**config.mk**
```make
export PLATFORM = sky130hd
export DESIGN_NAME = mill_run_controller_core
export DESIGN_NICKNAME = d
export VERILOG_FILES = /design/src/mrc_pkg.sv /design/src/mrc_period.sv /design/src/mill_run_controller_core.sv
export SDC_FILE = /design/constraint.sdc
export NUM_CORES = 1
export LEC_CHECK = 0
export BUFFER_PORTS_ARGS = -buffer_cell sky130_fd_sc_hd__buf_2
export CORE_ASPECT_RATIO = 1.5
export CORE_UTILIZATION = 25
export CTS_CLUSTER_SIZE = 16
export DETAILED_ROUTE_END_ITERATION = 6
export GPL_ROUTABILITY_DRIVEN = 0
export PLACE_DENSITY = 0.47
export SYNTH_ARGS = -nofsm -noshare
export SYNTH_HDL_FRONTEND = slang
export SYNTH_SLANG_ARGS = --single-unit
```
**constraint.sdc**
```tcl
create_clock -name i_clk -period 18.3 [get_ports i_clk]
set_input_delay 1.83 -clock i_clk [delete_from_list [all_inputs] [get_ports i_clk]]
set_output_delay 1.83 -clock i_clk [all_outputs]
set_load 0.005 [all_outputs]
```
**src/mrc_pkg.sv**
```systemverilog
// Shared types and constants for the mill run controller.
// No dependencies; used by mrc_period and mill_run_controller_core.
`default_nettype none

package mrc_pkg;

    typedef enum logic [1:0] {
        MODE_SPEED = 2'd0,
        MODE_TIME  = 2'd1,
        MODE_RUN   = 2'd2,
        MODE_DONE  = 2'd3
    } t_mode;

    // configuration register indexes
    localparam logic [1:0] CFG_PERIOD_MIN  = 2'd0;
    localparam logic [1:0] CFG_PERIOD_MAX  = 2'd1;
    localparam logic [1:0] CFG_ADJUST_STEP = 2'd2;
    localparam logic [1:0] CFG_RAMP_STEP   = 2'd3;

    localparam logic [15:0] RST_PERIOD_MIN  = 16'd400;
    localparam logic [15:0] RST_PERIOD_MAX  = 16'd3000;
    localparam logic [9:0]  RST_ADJUST_STEP = 10'd100;
    localparam logic [9:0]  RST_RAMP_STEP   = 10'd10;

    localparam int          RST_PERIOD  = 2000;
    localparam int          RST_MINUTES = 30;
    localparam logic [12:0] SECONDS_CAP = 13'd7200;

    // encoder request toward the period unit
    typedef struct packed {
        logic adjust;  // clock edge seen while in speed menu
        logic down;    // shorten the period
    } t_enc_req;

endpackage

`default_nettype wire

```
**src/mrc_period.sv**
```systemverilog
// Target half-period adjust/clamp and current half-period ramp.
// Depends on mrc_pkg.
`default_nettype none

module mrc_period #(
    parameter int PERIOD_BITS = 16
) (
    input  wire                         i_clk,
    input  wire                         i_rst_n,
    input  wire                         i_adv,
    input  mrc_pkg::t_enc_req           i_req,
    input  wire [15:0]                  i_period_min,
    input  wire [15:0]                  i_period_max,
    input  wire [9:0]                   i_adjust_step,
    input  wire [9:0]                   i_ramp_step,
    output logic [PERIOD_BITS-1:0]      o_target,
    output logic [PERIOD_BITS-1:0]      o_current
);

    localparam int WB = (PERIOD_BITS > 16) ? PERIOD_BITS : 16;
    localparam int W  = WB + 2;
    localparam logic [W-1:0] LIMIT = W'((64'd1 << PERIOD_BITS) - 64'd1);

    logic [PERIOD_BITS-1:0] r_target, r_current;
    logic [PERIOD_BITS-1:0] n_target, n_current;

    logic signed [W-1:0] sum_t;
    logic signed [W-1:0] pmin_s, pmax_s;
    logic [W-1:0]        clamp_t;
    logic [PERIOD_BITS-1:0] ramp_ext, diff;

    // target: step, raise to min, lower to max, hold within PERIOD_BITS
    always_comb begin
        pmin_s = $signed(W'(i_period_min));
        pmax_s = $signed(W'(i_period_max));
        if (i_req.down) begin
            sum_t = $signed(W'(r_target)) - $signed(W'(i_adjust_step));
        end else begin
            sum_t = $signed(W'(r_target)) + $signed(W'(i_adjust_step));
        end
        clamp_t = sum_t;
        if (sum_t < pmin_s) begin
            clamp_t = pmin_s;
        end
        if ($signed(clamp_t) > pmax_s) begin
            clamp_t = pmax_s;
        end
        if (clamp_t > LIMIT) begin
            clamp_t = LIMIT;
        end
        n_target = i_req.adjust ? PERIOD_BITS'(clamp_t) : r_target;
    end

    // ramp toward the new target without overshoot
    always_comb begin
        ramp_ext  = PERIOD_BITS'(i_ramp_step);
        diff      = '0;
        n_current = r_current;
        if (r_current < n_target) begin
            diff = n_target - r_current;
            n_current = (diff <= ramp_ext) ? n_target : r_current + ramp_ext;
        end else if (r_current > n_target) begin
            diff = r_current - n_target;
            n_current = (diff <= ramp_ext) ? n_target : r_current - ramp_ext;
        end
    end

    always_ff @(posedge i_clk) begin
        if (!i_rst_n) begin
            r_target  <= PERIOD_BITS'(mrc_pkg::RST_PERIOD);
            r_current <= PERIOD_BITS'(mrc_pkg::RST_PERIOD);
        end else if (i_adv) begin
            r_target  <= n_target;
            r_current <= n_current;
        end
    end

    assign o_target  = n_target;
    assign o_current = n_current;

endmodule

`default_nettype wire

```
**src/mill_run_controller_core.sv**
```systemverilog
// Mill run controller top level: mode sequencing, run timer, config port.
// Depends on mrc_pkg and mrc_period.
//
// Usage:
//  - Input channel (i_in_valid / o_in_ready): one word per control-loop
//    pass carrying the encoder pin levels, a button-press event and a
//    one-second tick.
//  - Output channel (o_out_valid / i_out_ready): one result word per input
//    word: mode, motor enable, step pulse, current and target half-period,
//    run minutes, elapsed seconds and the run-done flag.
//  - Config channel (i_cfg_valid / o_cfg_ready): index 0 period_min,
//    1 period_max, 2 adjust_step, 3 ramp_step. Always ready; write only
//    while no word is in flight.
//  - Path: an accepted word goes through the input register, then one pass
//    of logic into the result register.
//  - Throughput: one word per cycle while results are taken; state update
//    is one pass of compares and adds between input and result registers.
//  - Stall: while a result waits, the input register still takes one more
//    word; after that o_in_ready drops until the result is taken.
//  - Reset: speed menu, target and current 2000 us, 30 minutes, count 0,
//    encoder clock idle high, motor off, config back to 400/3000/100/10.
`default_nettype none

module mill_run_controller_core #(
    parameter int PERIOD_BITS = 16,
    parameter int MAX_MINUTES = 120
) (
    input  wire         i_clk,
    input  wire         i_rst_n,
    // input words
    input  wire         i_in_valid,
    output logic        o_in_ready,
    input  wire         i_enc_clk,
    input  wire         i_enc_dt,
    input  wire         i_button_press,
    input  wire         i_second_tick,
    // result words
    output logic        o_out_valid,
    input  wire         i_out_ready,
    output logic [1:0]  o_mode,
    output logic        o_motor_enable,
    output logic        o_step_pulse,
    output logic [15:0] o_half_period,
    output logic [15:0] o_target_period,
    output logic [6:0]  o_target_minutes,
    output logic [12:0] o_elapsed_seconds,
    output logic        o_run_done,
    // config writes
    input  wire         i_cfg_valid,
    output logic        o_cfg_ready,
    input  wire [1:0]   i_cfg_index,
    input  wire [15:0]  i_cfg_data
);

    // minutes register must hold both its reset value and the cap
    localparam int MIN_CAP = (MAX_MINUTES > mrc_pkg::RST_MINUTES) ?
                             MAX_MINUTES : mrc_pkg::RST_MINUTES;
    localparam int MW  = $clog2(MIN_CAP + 2);
    localparam int CW  = ((MW + 6) > 13) ? (MW + 6) : 13;
    localparam logic [MW:0] MAX_M = (MW+1)'(MAX_MINUTES);
    localparam logic [MW:0] ONE_M = (MW+1)'(1);

    // ---------------- config registers ----------------
    logic [15:0] r_period_min, r_period_max;
    logic [9:0]  r_adjust_step, r_ramp_step;

    assign o_cfg_ready = 1'b1;

    always_ff @(posedge i_clk) begin
        if (!i_rst_n) begin
            r_period_min  <= mrc_pkg::RST_PERIOD_MIN;
            r_period_max  <= mrc_pkg::RST_PERIOD_MAX;
            r_adjust_step <= mrc_pkg::RST_ADJUST_STEP;
            r_ramp_step   <= mrc_pkg::RST_RAMP_STEP;
        end else if (i_cfg_valid) begin
            case (i_cfg_index)
                mrc_pkg::CFG_PERIOD_MIN:  r_period_min  <= i_cfg_data;
                mrc_pkg::CFG_PERIOD_MAX:  r_period_max  <= i_cfg_data;
                mrc_pkg::CFG_ADJUST_STEP: r_adjust_step <= i_cfg_data[9:0];
                mrc_pkg::CFG_RAMP_STEP:   r_ramp_step   <= i_cfg_data[9:0];
                default: ;
            endcase
        end
    end

    // ---------------- handshake / input register ----------------
    logic r_in_valid, r_out_valid;
    logic r_enc_clk, r_enc_dt, r_press, r_tick;
    logic adv, fire;

    assign adv        = !r_out_valid || i_out_ready;
    assign fire       = r_in_valid && adv;
    assign o_in_ready = !r_in_valid || adv;

    always_ff @(posedge i_clk) begin
        if (!i_rst_n) begin
            r_in_valid  <= 1'b0;
            r_out_valid <= 1'b0;
        end else begin
            if (o_in_ready) begin
                r_in_valid <= i_in_valid;
            end
            if (adv) begin
                r_out_valid <= r_in_valid;
            end
        end
    end

    always_ff @(posedge i_clk) begin
        if (o_in_ready) begin
            r_enc_clk <= i_enc_clk;
            r_enc_dt  <= i_enc_dt;
            r_press   <= i_button_press;
            r_tick    <= i_second_tick;
        end
    end

    // ---------------- control state ----------------
    mrc_pkg::t_mode r_mode, n_mode, mode_a;
    logic [MW-1:0]  r_minutes, n_minutes;
    logic [12:0]    r_sec, n_sec;
    logic           r_prev_clk;
    logic           r_motor_on, n_motor_on;
    logic           pulse, done, run_expired;
    logic           enc_edge, enc_down;
    logic [MW:0]    m_step;
    logic [CW-1:0]  sec_limit;
    mrc_pkg::t_enc_req enc_req;
    logic [PERIOD_BITS-1:0] n_target, n_current;

    assign enc_edge = (r_enc_clk != r_prev_clk);
    assign enc_down = (r_enc_dt != r_enc_clk);

    // next state: button first, then run end on the updated count
    always_comb begin
        mode_a = r_mode;
        if (r_press) begin
            case (r_mode)
                mrc_pkg::MODE_SPEED: mode_a = mrc_pkg::MODE_TIME;
                mrc_pkg::MODE_TIME:  mode_a = mrc_pkg::MODE_RUN;
                mrc_pkg::MODE_RUN:   mode_a = mrc_pkg::MODE_SPEED;
                mrc_pkg::MODE_DONE:  mode_a = mrc_pkg::MODE_SPEED;
                default:             mode_a = mrc_pkg::MODE_SPEED;
            endcase
        end
        n_mode = mode_a;
        if (mode_a == mrc_pkg::MODE_RUN && run_expired) begin
            n_mode = mrc_pkg::MODE_DONE;
        end
    end

    // minutes adjust, active in time menu; encoder "down" adds a minute
    always_comb begin
        m_step    = {1'b0, r_minutes};
        n_minutes = r_minutes;
        if (enc_edge && mode_a == mrc_pkg::MODE_TIME) begin
            if (enc_down) begin
                m_step = {1'b0, r_minutes} + ONE_M;
            end else if ({1'b0, r_minutes} > ONE_M) begin
                m_step = {1'b0, r_minutes} - ONE_M;
            end else begin
                m_step = ONE_M;
            end
            if (m_step > MAX_M) begin
                m_step = MAX_M;
            end
            n_minutes = m_step[MW-1:0];
        end
    end

    assign enc_req.adjust = enc_edge && (mode_a == mrc_pkg::MODE_SPEED);
    assign enc_req.down   = enc_down;

    // outputs: motor, seconds, pulse, done
    always_comb begin
        n_motor_on = r_motor_on;
        n_sec      = r_sec;
        pulse      = 1'b0;
        done       = 1'b0;
        if (r_press) begin
            case (r_mode)
                mrc_pkg::MODE_TIME: begin
                    n_motor_on = 1'b1;
                    n_sec      = '0;
                end
                mrc_pkg::MODE_RUN:  n_motor_on = 1'b0;
                default: ;
            endcase
        end
        if (mode_a == mrc_pkg::MODE_RUN) begin
            pulse = 1'b1;
            if (r_tick && n_sec < mrc_pkg::SECONDS_CAP) begin
                n_sec = n_sec + 13'd1;
            end
        end
        sec_limit   = CW'(n_minutes) * CW'(60);
        run_expired = (CW'(n_sec) >= sec_limit);
        if (mode_a == mrc_pkg::MODE_RUN && run_expired) begin
            n_motor_on = 1'b0;
            done       = 1'b1;
        end
    end

    mrc_period #(
        .PERIOD_BITS (PERIOD_BITS)
    ) u_period (
        .i_clk         (i_clk),
        .i_rst_n       (i_rst_n),
        .i_adv         (fire),
        .i_req         (enc_req),
        .i_period_min  (r_period_min),
        .i_period_max  (r_period_max),
        .i_adjust_step (r_adjust_step),
        .i_ramp_step   (r_ramp_step),
        .o_target      (n_target),
        .o_current     (n_current)
    );

    always_ff @(posedge i_clk) begin
        if (!i_rst_n) begin
            r_mode     <= mrc_pkg::MODE_SPEED;
            r_minutes  <= MW'(mrc_pkg::RST_MINUTES);
            r_sec      <= '0;
            r_prev_clk <= 1'b1;
            r_motor_on <= 1'b0;
        end else if (fire) begin
            r_mode     <= n_mode;
            r_minutes  <= n_minutes;
            r_sec      <= n_sec;
            r_prev_clk <= r_enc_clk;
            r_motor_on <= n_motor_on;
        end
    end

    // ---------------- result register ----------------
    always_ff @(posedge i_clk) begin
        if (fire) begin
            o_mode            <= n_mode;
            o_motor_enable    <= n_motor_on;
            o_step_pulse      <= pulse;
            o_half_period     <= 16'(n_current);
            o_target_period   <= 16'(n_target);
            o_target_minutes  <= 7'(n_minutes);
            o_elapsed_seconds <= n_sec;
            o_run_done        <= done;
        end
    end

    assign o_out_valid = r_out_valid;

    // ---------------- checks ----------------
    a_motor_tracks_run: assert property (@(posedge i_clk) disable iff (!i_rst_n)
        r_motor_on == (r_mode == mrc_pkg::MODE_RUN))
        else $error("motor enable out of step with run mode");

    a_done_finishes: assert property (@(posedge i_clk) disable iff (!i_rst_n)
        (o_out_valid && o_run_done) |->
            (o_mode == mrc_pkg::MODE_DONE && !o_motor_enable && o_step_pulse))
        else $error("run end without finished mode");

    a_pulse_mode: assert property (@(posedge i_clk) disable iff (!i_rst_n)
        (o_out_valid && o_step_pulse) |->
            (o_mode == mrc_pkg::MODE_RUN || o_mode == mrc_pkg::MODE_DONE))
        else $error("step pulse outside a run");

    a_sec_cap: assert property (@(posedge i_clk) disable iff (!i_rst_n)
        r_sec <= mrc_pkg::SECONDS_CAP)
        else $error("second count past cap");

    a_no_update_on_stall: assert property (@(posedge i_clk) disable iff (!i_rst_n)
        !fire |=> ($stable(r_mode) && $stable(r_sec) && $stable(r_minutes)))
        else $error("state moved without an accepted word");

endmodule

`default_nettype wire

```
Word level (Yosys, flattened, before mapping):

Cells that the tools add are included.

* register bits: 171
* input bits: 27
* logic and storage cells: 99
* output and inout port bits: 60

* multiplexer cells: 26
* multiply operators: 1
* $add $sub $neg: 9
* magnitude comparators: 11
* reductions and logical operators: 17
* equality and inequality tests: 10

Operators by type and width (count)
* two-way mux 16 bit: 6
* two-way mux 18 bit: 3
* two-way mux 13 bit: 4
* <= comparator 16 x 10 -> 1 bit: 2
* subtractor 16 bit: 2
* two-way mux 8 bit: 3
* > comparator 18 x 16 -> 1 bit, second input constant: 1
* > comparator 18 x 17 -> 1 bit: 1
* < comparator 18 x 17 -> 1 bit: 1
* adder 16 x 10 -> 17 bit: 1
* subtractor 16 x 10 -> 17 bit: 1
* adder 16 x 10 -> 16 bit: 1
* > comparator 16 bit: 1
* < comparator 16 bit: 1
* subtractor 16 x 10 -> 16 bit: 1
* two-way mux 7 bit: 2
* adder 13 x 1 -> 13 bit, second input constant: 1
* >= comparator 13 bit: 1
* < comparator 13 bit, second input constant: 1
* multiplier 7 x 4 -> 11 bit, second input constant: 1
* == test 2 bit, second input constant: 5
* adder 7 x 1 -> 8 bit, second input constant: 1
* > comparator 8 x 7 -> 1 bit, second input constant: 1
* AND reduction 2 bit: 4
* 13 further kinds: 28

Longest topological paths before layout:

Gate-level depths: netlist of run 1.

* depth after elaboration: 14
* mapped depth: 58

Cells and area by module:

Synthesis of run 1 repeated with hierarchy kept, for this count alone.

* cell total of the unflattened synthesis: 1796
* area total of the unflattened synthesis: 14513.9 um2

By module, submodules not included
* mrc_period: sequential area each 640.6 um2, cells each 1108, instances 1, area an instance 7777.5 um2
* mill_run_controller_core: sequential area each 3393.3 um2, cells each 688, instances 1, area an instance 6736.5 um2

Least setup slack after synthesis of run 1:

Ideal clock, no wire load.

* kind: register to register
* start point: register r_adjust_step[2]
* end point: register o_half_period[6] (data pin)
* required time: 18.038 ns
* cell stages (with the launch flop): 54
* period minus slack after synthesis: 10.655 ns
* library setup time: 0.262 ns
* setup slack: 7.645 ns
* path buffers: 5
* data arrival time: 10.393 ns
* cell sequence: dfxtp_1 inv_1 ha_1 a21oi_1 a21oi_1 o21ai_0 a211oi_1 o221a_2 o21ai_0 o21a_1 nor2_1 ha_1 a21o_1 a21o_1 a21oi_1 o31ai_1 nor2_1 nand2_1 [... 18 more ...] a21o_1 a21oi_1 nor2b_1 o21a_1 o21ai_0 nand2b_1 a21oi_1 xnor2_1 ha_1 nand4_1 o32ai_1 o221ai_1 nor4_1 clkbuf_1 nor2_1 a21oi_1 o21ai_0 or2_2

* longest elaborated chain between the ends: 14
* elaborated cells on any way between the ends: 20
* those cells by class: 4 x add/sub; 7 x order compare; 9 x mux

RTL lines
* from (decl): line mill_run_controller_core.sv:65 `logic [9:0] r_adjust_step, r_ramp_step;`
* from (signal assigned): line mill_run_controller_core.sv:73 `r_adjust_step <= mrc_pkg::RST_ADJUST_STEP;`
* from (signal assigned): line mill_run_controller_core.sv:79 `mrc_pkg::CFG_ADJUST_STEP: r_adjust_step <= i_cfg_data[9:0];`
* adder 16 x 10 -> 17 bit or subtractor 16 x 10 -> 17 bit (tied branches): line mrc_period.sv:39, mrc_period.sv:37
* two-way mux 18 bit *: line mrc_period.sv:36 `if (i_req.down) begin`
* < comparator 18 x 17 -> 1 bit: line mrc_period.sv:42 `if (sum_t < pmin_s) begin`
* two-way mux 18 bit *: line mrc_period.sv:42
* > comparator 18 x 17 -> 1 bit: line mrc_period.sv:45 `if ($signed(clamp_t) > pmax_s) begin`
* two-way mux 18 bit *: line mrc_period.sv:45
* > comparator 18 x 16 -> 1 bit: line mrc_period.sv:48 `if (clamp_t > LIMIT) begin`
* two-way mux 16 bit *: line mrc_period.sv:48
* two-way mux 16 bit *: line mrc_period.sv:51 `n_target = i_req.adjust ? PERIOD_BITS'(clamp_t) : r_target;`
* subtractor 16 bit: line mrc_period.sv:63 `diff = r_current - n_target;`
* <= comparator 16 x 10 -> 1 bit: line mrc_period.sv:64 `n_current = (diff <= ramp_ext) ? n_target : r_current - ramp_ext;`
* two-way mux 16 bit: line mrc_period.sv:64
* two-way mux 16 bit: line mrc_period.sv:62 `end else if (r_current > n_target) begin`
* two-way mux 16 bit *: line mrc_period.sv:59 `if (r_current < n_target) begin`
* via n_current[6]: line mill_run_controller_core.sv:129 `logic [PERIOD_BITS-1:0] n_target, n_current;`
* to (signal assigned): line mill_run_controller_core.sv:241 `o_half_period <= 16'(n_current);`
* to (decl): line mill_run_controller_core.sv:43 `output logic [15:0] o_half_period,`

Mark *: on every way through the listed nets, which the timed path passes. The rest lies on a longest branch.
A chain may end at the register's enable or synchronous reset.

Worst setup path in the final report of run 1:

* start point: register r_adjust_step[1]
* end point: register o_half_period[6] (data pin)

Same word-level chain as after synthesis.

==> run_results.csv, run 1 <==
group,metric,value,unit
synthesis,async_flop_share,0,
finish,layout-drive-gt1-share,0.102,
pwr,seq_power_share,0.239,
pwr,finalPower,1.93,mW
worst_setup_path,worstSetupStartpoint,"r_adjust_step[1]",
synthesis,ys_warn_count,0,
synthesis,syn_area,0.0140,mm²
synthesis,yosysSeqAreaShare,0.288,
sta,timing.slew.headroom,0.0577,
worst_setup_path,endpoint_kind,"flop",
sta,clock_skew,0.0166,ns
synthesis,yosys.area.top_type,"dfxtp_1",
floorplanning,dieArea,0.0571,mm²
detailed_routing,drtPass1Iterations,5,
worst_setup_path,arrival,13.47,ns
sta,finalSetupTns,0,ns
outcome,outcome,"completed",
min_path,hold_path_startpoint,"r_period_min[5]",
sta,max_freq,0.0755,GHz
worst_setup_path,cp_slowest_cell,"ha_1",
grt,grt.total_usage,0.181,
clock_tree,path_clk_slew,0.08,ns
synthesis,synth.net_count,1922,
floorplanning,dieWidth,195,µm
sta,min_period,13.25,ns
placed_design,dpl.hpwl,40.3,mm
detailed_routing,drc,0,
sta,rsz0062_at_grt,"no",
floorplanning,start_util,0.252,
pwr,intPower,1.04,mW
grt,grt_max_degree,85,
synthesis,synth_top_cell_area_share,0.157,
synthesis,syn_avg_cell_area,8.13,µm²
clock_tree,clock-root-buffer,"clkbuf_16",
clock_tree,htree_levels,4,
worst_setup_path,critPathKind,"reg2reg",
pwr,p_sw,0.885,mW
placed_design,placed_cell_area,0.0152,mm²
clock_tree,cts_setup_buffers,0,
finish,seqCellArea,0.00403,mm²
worst_setup_path,crit_fanout,29,
finish,nFillCells,5896,
floorplanning,ios,87,
clock_tree,cts.sinks,171,
clock_tree,clockBufferDepth,2,
synthesis,yosys_register_bits,171,
grt,grt_pass1_vias,13008,
worst_setup_path,max_stage_delay,0.81,ns
grt,antenna_found_initial,0,
floorplanning,core-area,0.0556,mm²
worst_setup_path,worstReg2RegStart,"r_adjust_step[1]",
pwr,pwr-share-clk,0.195,
finish,fin_nets,1964,
clock_tree,cts_tree,"built",
detailed_routing,first_iter_violations,1002,
grt,grt_pass1_wl,77.7,mm
job,cap_violations,0,
placed_design,portBuffers,85,
clock_tree,numCtsBuffers,17,
sta,setup_viol,0,
synthesis,ys.flop_type,"dfxtp_1",
finish,design_area,0.0158,mm²
floorplanning,std_cell_rows,106,
worst_setup_path,required,18.51,ns
min_path,min_path_type,"reg2reg",
pwr,p_leak,6.44,nW
pwr,irDropWorstVdd,0.0797,mV
detailed_routing,wl_per_cell,20.7,µm
sta,worst_slew_pin_slew,1.40,ns
clock_tree,ctsResizeCount,0,
detailed_routing,antenna_left,0,
sta,slew_viol_final,0,
pwr,p_comb_frac,0.566,
floorplanning,chipHeight,292,µm
clock_tree,cts_hold_buf,0,
clock_tree,clk_latency,0.47,ns
synthesis,ys_top_cells_by_area,"dfxtp_1, ha_1, edfxtp_1, nand2_1, inv_1",
pwr,p_per_area,122,mW/mm²
worst_setup_path,rrSetupSlack,5.05,ns
sta,hold_violations,0,
synthesis,synth-edff-count,61,
sta,period_share,0.724,
finish,synthToLayoutAreaGrowth,12.5,%
pwr,switching_share,0.459,
synthesis,ys_types,87,
detailed_routing,num_vias,12878,
detailed_routing,viasPerCell,5.19,
finish,n_antenna_cell,0,
finish,multi_input_area,0.00913,mm²
sta,whs,0.470,ns
detailed_routing,wl,51.4,mm
worst_setup_path,cp-start-kind,"flop",
synthesis,synth_cells,1726,
grt,gr-total-overflow,0,
[logic make-up (layout without fill, tap and decap cells)]
kind of cell	count (synthesis)	count (layout)	synth area share
compound gates	493	493	0.237
other cells	1	1	0.000267
simple gates	560	560	0.187
xor+xnor	67	67	0.0424
buf+inv	234	289	0.0631
fa+ha+maj	169	169	0.160
mux	31	31	0.0232
flops	171	171	0.288
[metrics by stage]
stage | utilization | setup WS (ns) | cells
after global routing | 0.284 | 4.04 | 2483
after floorplan | - | 7.64 | 1726
after global placement | 0.273 | 5.54 | 2451
after CTS | 0.284 | 5.28 | 2483
final | 0.284 | 5.05 | 2483
after detailed placement | 0.273 | 5.31 | 2451
[power groups by stage]
stage	registers [mW]	clock network, mW	logic (mW)
after floorplan	0.456	0	0.780
after global placement	0.470	0	1.07
after CTS	0.462	0.385	1.08
after detailed placement	0.471	0	1.08
after global routing	0.464	0.398	1.21
final	0.462	0.376	1.09
[metal layers]
metal | global-route usage | part of all wire
met1 | 0.185 | 0.37
met5 | 0 | 0
met2 | 0.334 | 0.52
met4 | 0.144 | 0.082
met3 | 0.0188 | 0.030
[flip-flops by register name (all words and copies together) (netlist names), 2 cells and up]
register and cells:
o_elapsed_seconds 13, o_half_period 16, o_mode 2, o_target_minutes 7, o_target_period 16, r_adjust_step 10, r_minutes 7, r_mode 2
r_period_max 16, r_period_min 16, r_ramp_step 10, r_sec 13, u_period.r_current 16, u_period.r_target 16
[cell type report]
type                    count  share of cell area
clock buffers              17              0.0270
clock inverters            15             0.00999
inverters                 150              0.0358
multi-input cells        1321               0.578
flip-flops and latches    171               0.256
well taps                 702              0.0557
repair buffers            107              0.0376
[cell usage after synthesis (all sizes together) (15+ instances only)]
cell	count
nor2b	25
nand2b	20
a21oi	103
fa	17
and2	22
nand3	38
dfxtp	110
o21a	23
nand2	242
a31oi	25
mux2i	19
and3	15
xor2	18
a21boi	57
nor3	29
nor2	101
a21o	20
xnor2	49
ha	152
clkbuf	80
nand4	20
inv	147
edfxtp	61
o211ai	39
o21ai	105
a211oi	15
[path summary, 6_finish.rpt]
path,to,depth (start not counted)
worst max register to register,o_half_period[6],51
worst max-delay path,o_half_period[6],51
worst min register to register,r_period_min[5],2
worst min-delay path,r_period_min[5],2
[layout by cell type (no fill, tap or decap), types with 10 or more instances in the layout]
| cell | instances |
|---|---|
| nor3_1 | 28 |
| o21a_1 | 23 |
| a21oi_1 | 102 |
| xnor2_1 | 49 |
| a21boi_0 | 57 |
| o21ai_0 | 103 |
| nor2b_1 | 25 |
| a41oi_1 | 12 |
| and3_1 | 15 |
| nand2b_1 | 19 |
| a31oi_1 | 25 |
| fa_1 | 17 |
| dfxtp_1 | 110 |
| and2_1 | 22 |
| o22ai_1 | 10 |
| clkbuf_16 | 17 |
| ha_1 | 152 |
| a21o_1 | 20 |
| a211oi_1 | 15 |
| inv_1 | 147 |
| edfxtp_1 | 61 |
| nand2_1 | 242 |
| mux2_2 | 12 |
| buf_4 | 23 |
| xor2_1 | 17 |
| o211ai_1 | 39 |
| nor2_1 | 101 |
| nand4_1 | 20 |
| nand3_1 | 37 |
| buf_2 | 84 |
| mux2i_1 | 19 |
[critical path: cells and delay by family (launching register included)]
| family | cells | cell delay, ns |
|---|---|---|
| buffers and inverters | 3 | 0.49 |
| AOI/OAI and AO/OA | 28 | 5.95 |
| adders and majority gates | 6 | 2.42 |
| and+or+nand+nor | 13 | 3.55 |
| xor gates and xnor gates | 1 | 0.14 |
| DFF | 1 | 0.42 |
Note: power is estimated with default switching activity, not from simulation.
==> run 2: changes to the inputs <==
Settings changed: PLACE_DENSITY 0.47 to 0.48.
Clock period 18.3 ns to 12.15 ns, I/O delays scaled along.
==> run 2 against run 1 <==
Total power is 52% higher. Largest power group unchanged. Sequential cell count is the same. Register-to-register slack lost 4.3 ns. Final area up 0.68%. Critical endpoint is now o_half_period[15]. Highest routed layer unchanged. Critical path type unchanged. Die area unchanged.
==> run_results.csv, run 2 (same netlist as run 1, synthesis figures left out) <==
group,metric,value,unit
outcome,outcome,"completed",
sta,slew_viol_final,0,
sta,setup_viol,0,
grt,grt.total_usage,0.183,
finish,nFillCells,5898,
finish,post-route-util,0.286,
floorplanning,dieArea,0.0571,mm²
finish,final_cell_mix,"nand2_1, ha_1, inv_1",
sta,clock_skew,0.0160,ns
finish,synthToLayoutAreaGrowth,13.3,%
placed_design,portBuffers,85,
sta,period_share,0.942,
pwr,irDropWorstVdd,0.126,mV
sta,min_period,11.45,ns
clock_tree,clockBufferDepth,2,
grt,grt_pass1_wl,78.1,mm
placed_design,dpl.hpwl,40.9,mm
worst_setup_path,crit_fanout,13,
worst_setup_path,r2r_end,"o_half_period[15]",
grt,gr-total-overflow,0,
clock_tree,clk_latency,0.48,ns
clock_tree,htree_levels,4,
floorplanning,start_util,0.252,
worst_setup_path,cp_slowest_cell,"or4_1",
detailed_routing,viasPerCell,5.17,
sta,timing.slew.headroom,0.265,
floorplanning,dieWidth,195,µm
clock_tree,path_clk_slew,0.08,ns
min_path,hold_path_startpoint,"r_period_min[3]",
detailed_routing,drtPass1Iterations,5,
clock_tree,cts_tree,"built",
clock_tree,numCtsBuffers,17,
floorplanning,chipHeight,292,µm
worst_setup_path,cp-start-kind,"flop",
finish,final_common_cell,"nand2_1",
detailed_routing,antenna_left,0,
clock_tree,cts.sinks,171,
finish,multi_input_area,0.00915,mm²
worst_setup_path,rrSetupSlack,0.70,ns
pwr,p_per_area,185,mW/mm²
detailed_routing,first_iter_violations,949,
placed_design,place_ws,0.378,ns
sta,finalWorstSetupSlack,0.699,ns
clock_tree,clock-root-buffer,"clkbuf_16",
grt,grt_max_degree,98,
sta,max_freq,0.0873,GHz
min_path,min_to,"r_period_min[3]",
detailed_routing,wl_per_cell,20.8,µm
finish,n_antenna_cell,0,
clock_tree,cts_hold_buf,0,
sta,hold_violations,0,
pwr,finalPower,2.94,mW
finish,fin_nets,1973,
worst_setup_path,rr_worst_depth,52,
finish,layout-drive-gt1-share,0.110,
finish,seqCellArea,0.00403,mm²
sta,worst_slew_pin_slew,1.10,ns
worst_setup_path,max_stage_delay,0.54,ns
worst_setup_path,required,12.45,ns
floorplanning,core-area,0.0556,mm²
detailed_routing,drc,0,
grt,grt_pass1_vias,13010,
min_path,min_path_type,"reg2reg",
detailed_routing,num_vias,12883,
floorplanning,std_cell_rows,106,
detailed_routing,wl,51.9,mm
worst_setup_path,arrival,11.75,ns
sta,finalSetupTns,0,ns
min_path,hold_depth,2,
pwr,p_leak,6.49,nW
worst_setup_path,worstReg2RegStart,"u_period.r_target[0]",
worst_setup_path,crit_buf_inv,4,
grt,antenna_found_initial,0,
floorplanning,ios,87,
worst_setup_path,critPathTopFamily,"compound AO/OA/AOI/OAI gates",
worst_setup_path,endpoint_kind,"flop",
sta,rsz0062_at_grt,"no",
worst_setup_path,critPathKind,"reg2reg",
job,cap_violations,0,
[run 2: power breakdown]
part	total [mW]	switching [mW]	internal, mW
clock network	0.566	0.289	0.277
logic	1.68	1.03	0.646
registers	0.694	0.0441	0.650
[run 2: final cells by class]
cell class	count	share of cell area
Timing Repair Buffer	116	0.0418
Clock inverter	15	0.0106
Tap cell	702	0.0553
Clock buffer	17	0.0268
Inverter	150	0.0356
Multi-Input combinational cell	1321	0.576
Sequential cell	171	0.254
[run 2: layer usage]
layer | share of wire | wire [µm] | up-vias | GRT usage
li1 | - | - | 6211 | -
met1 | 0.36 | 18400 | 6122 | 0.179
met2 | 0.52 | 27000 | 389 | 0.339
met3 | 0.035 | 1800 | 161 | 0.0226
met4 | 0.090 | 4670 | 0 | 0.158
met5 | 0 | 0 | - | 0
[run 2: timing repair]
item,in CTS,in global routing
setup endpoints to repair,0,32
gates resized for setup,0,9
setup buffers,0,0
[run 2: how the worst max path moves through the flow]
stage / slack (ns) / from / endpoint / cells past startpoint
4_1_cts: 0.31 / r_adjust_step[2] / o_half_period[6] / 48
6_report: 0.70 / u_period.r_target[0] / o_half_period[15] / 52
3_5_place_dp: 0.38 / r_adjust_step[1] / o_half_period[6] / 48
2_1_floorplan: 1.49 / r_adjust_step[2] / o_half_period[6] / 53
3_3_place_gp: 0.56 / r_adjust_step[3] / o_half_period[6] / 46
5_1_grt: 0.02 / r_adjust_step[2] / o_half_period[6] / 53
[run 2: through the flow]
stage                     instance area (µm²)  hold WS [ns]  std cells
after floorplan                         14000         0.443       1726
after global placement                  15300         0.457       2460
after detailed placement                15300         0.461       2460
after CTS                               15900         0.471       2492
after global routing                    15900         0.500       2492
final                                   15900         0.472       2492
[run 2: tightest hold or removal path, cell delays in order (launching register included)]
cell	delay (ns)
dfxtp_1	0.31
nand2_1	0.05
a21boi_0	0.06
==> run 3: changes to the inputs <==
Settings changed: REMOVE_ABC_BUFFERS set to 1.
==> run 3 against run 2 <==
Critical path type unchanged. Critical endpoint is now u_period.r_current[3]. Final area is the same. Sequential share of layout area is the same. Cell count is essentially flat. Total power shrank 0.21%.
==> run_results.csv, run 3 (same netlist as run 1, synthesis figures left out) <==
group,metric,value,unit
pwr,intPower,1.58,mW
sta,whs,0.475,ns
grt,grt_pass1_wl,73.7,mm
worst_setup_path,crit_fanout,16,
detailed_routing,met2_length,24.8,mm
placed_design,place_ws,0.570,ns
grt,grt.total_usage,0.170,
floorplanning,start_util,0.252,
detailed_routing,wl,48.6,mm
clock_tree,clockBufferDepth,2,
finish,post-route-util,0.286,
detailed_routing,wl_met3,1.99,mm
finish,fin_cells,2493,
floorplanning,chipHeight,292,µm
clock_tree,clk_latency,0.47,ns
detailed_routing,drtPass1Iterations,5,
sta,timing.slew.headroom,0.330,
sta,worst_slew_pin_slew,0.994,ns
clock_tree,clock-root-buffer,"clkbuf_16",
sta,max_freq,0.0883,GHz
clock_tree,cts_tree,"built",
detailed_routing,first_iter_violations,650,
pwr,p_leak,6.49,nW
pwr,irDropWorstVdd,0.128,mV
floorplanning,dieArea,0.0571,mm²
grt,grt_max_degree,73,
placed_design,dp.cells,2461,
sta,rsz0062_at_grt,"no",
placed_design,placed_cell_area,0.0153,mm²
finish,layout-drive-gt1-share,0.110,
sta,slew_viol_final,0,
detailed_routing,top_layer,"met5",
finish,final_common_cell,"nand2_1",
detailed_routing,num_vias,12802,
finish,fin_nets,1974,
clock_tree,cts.sinks,171,
finish,design_area,0.0159,mm²
pwr,p_per_area,184,mW/mm²
detailed_routing,wl_met1,18.4,mm
sta,period_share,0.932,
worst_setup_path,max_stage_delay,0.54,ns
sta,setup_viol,0,
grt,grt_pass1_vias,12666,
clock_tree,htree_levels,4,
floorplanning,std_cell_rows,106,
detailed_routing,antenna_left,0,
worst_setup_path,cp_slowest_cell,"or4_4",
worst_setup_path,critPathKind,"reg2reg",
pwr,switching_share,0.461,
finish,final_cell_mix,"nand2_1, ha_1, inv_1",
sta,min_period,11.32,ns
placed_design,dpl.hpwl,38.0,mm
grt,gr-total-overflow,0,
detailed_routing,wl_per_cell,19.5,µm
sta,finalSetupTns,0,ns
clock_tree,path_clk_slew,0.08,ns
floorplanning,dieWidth,195,µm
floorplanning,ios,87,
clock_tree,numCtsBuffers,17,
worst_setup_path,crit_buf_inv,5,
finish,n_antenna_cell,0,
worst_setup_path,arrival,11.68,ns
detailed_routing,viasPerCell,5.14,
job,cap_violations,0,
pwr,finalPower,2.93,mW
sta,hold_violations,0,
floorplanning,core-area,0.0556,mm²
pwr,p_sw,1.35,mW
worst_setup_path,endpoint_kind,"flop",
pwr,seq_power_share,0.237,
worst_setup_path,critPathTopFamily,"compound AO/OA/AOI/OAI gates",
pwr,pwr-share-clk,0.192,
clock_tree,cts_hold_buf,0,
detailed_routing,drc,0,
grt,antenna_found_initial,1,
outcome,outcome,"completed",
worst_setup_path,crit_path_frequent_cell,"ha_1",
sta,clock_skew,0.0182,ns
placed_design,portBuffers,85,
min_path,min_path_type,"reg2reg",
sta,finalWorstSetupSlack,0.830,ns
worst_setup_path,required,12.51,ns
pwr,p_comb_frac,0.571,
finish,synthToLayoutAreaGrowth,13.3,%
worst_setup_path,cp-start-kind,"flop",
run 3: timing repair:
item                                    4_1_cts  5_1_grt
endpoints found under the setup margin        0       32
resized for setup                             0        7
setup buffers                                 0        0
run 3: worst reg2reg max path: cells and delay by family (launching register included):
kind,cells,cell delay (ns)
fa+ha+maj,6,1.88
buf+inv,5,0.79
flops,1,0.34
xor+xnor,1,0.14
compound gates,27,5.43
simple gates,12,2.62
run 3: power groups by stage:
stage	Clock (mW)	Sequential, mW	Combinational (mW)
6_report	0.563	0.695	1.67
5_1_grt	0.597	0.699	1.85
4_1_cts	0.582	0.695	1.66
3_5_place_dp	0	0.708	1.65
3_3_place_gp	0	0.708	1.62
2_1_floorplan	0	0.690	1.15
run 3: routing by layer:
layer  track usage  vias to the layer above
met2         0.310                      380
met1         0.178                     6065
met5             0                        -
met3        0.0238                      130
met4         0.122                        2
li1              -                     6225
run 3: area by class of cell:
| type | instances | area, µm² |
|---|---|---|
| Inverter | 150 | 566 |
| Clock inverter | 14 | 156 |
| Clock buffer | 18 | 433 |
| Multi-Input combinational cell | 1321 | 9150 |
| Timing Repair Buffer | 117 | 668 |
| Sequential cell | 171 | 4030 |
| Tap cell | 702 | 878 |
| Fill cell | 5975 | 39700 |
run 3: path summary, 6_finish.rpt:
path	start	end	slack [ns]	cells after the start
setup / recovery	r_adjust_step[2]	u_period.r_current[3]	0.83	51
hold reg to reg	r_period_max[1]	r_period_max[1]	0.47	2
hold / removal	r_period_max[1]	r_period_max[1]	0.47	2
setup reg to reg	r_adjust_step[2]	u_period.r_current[3]	0.83	51
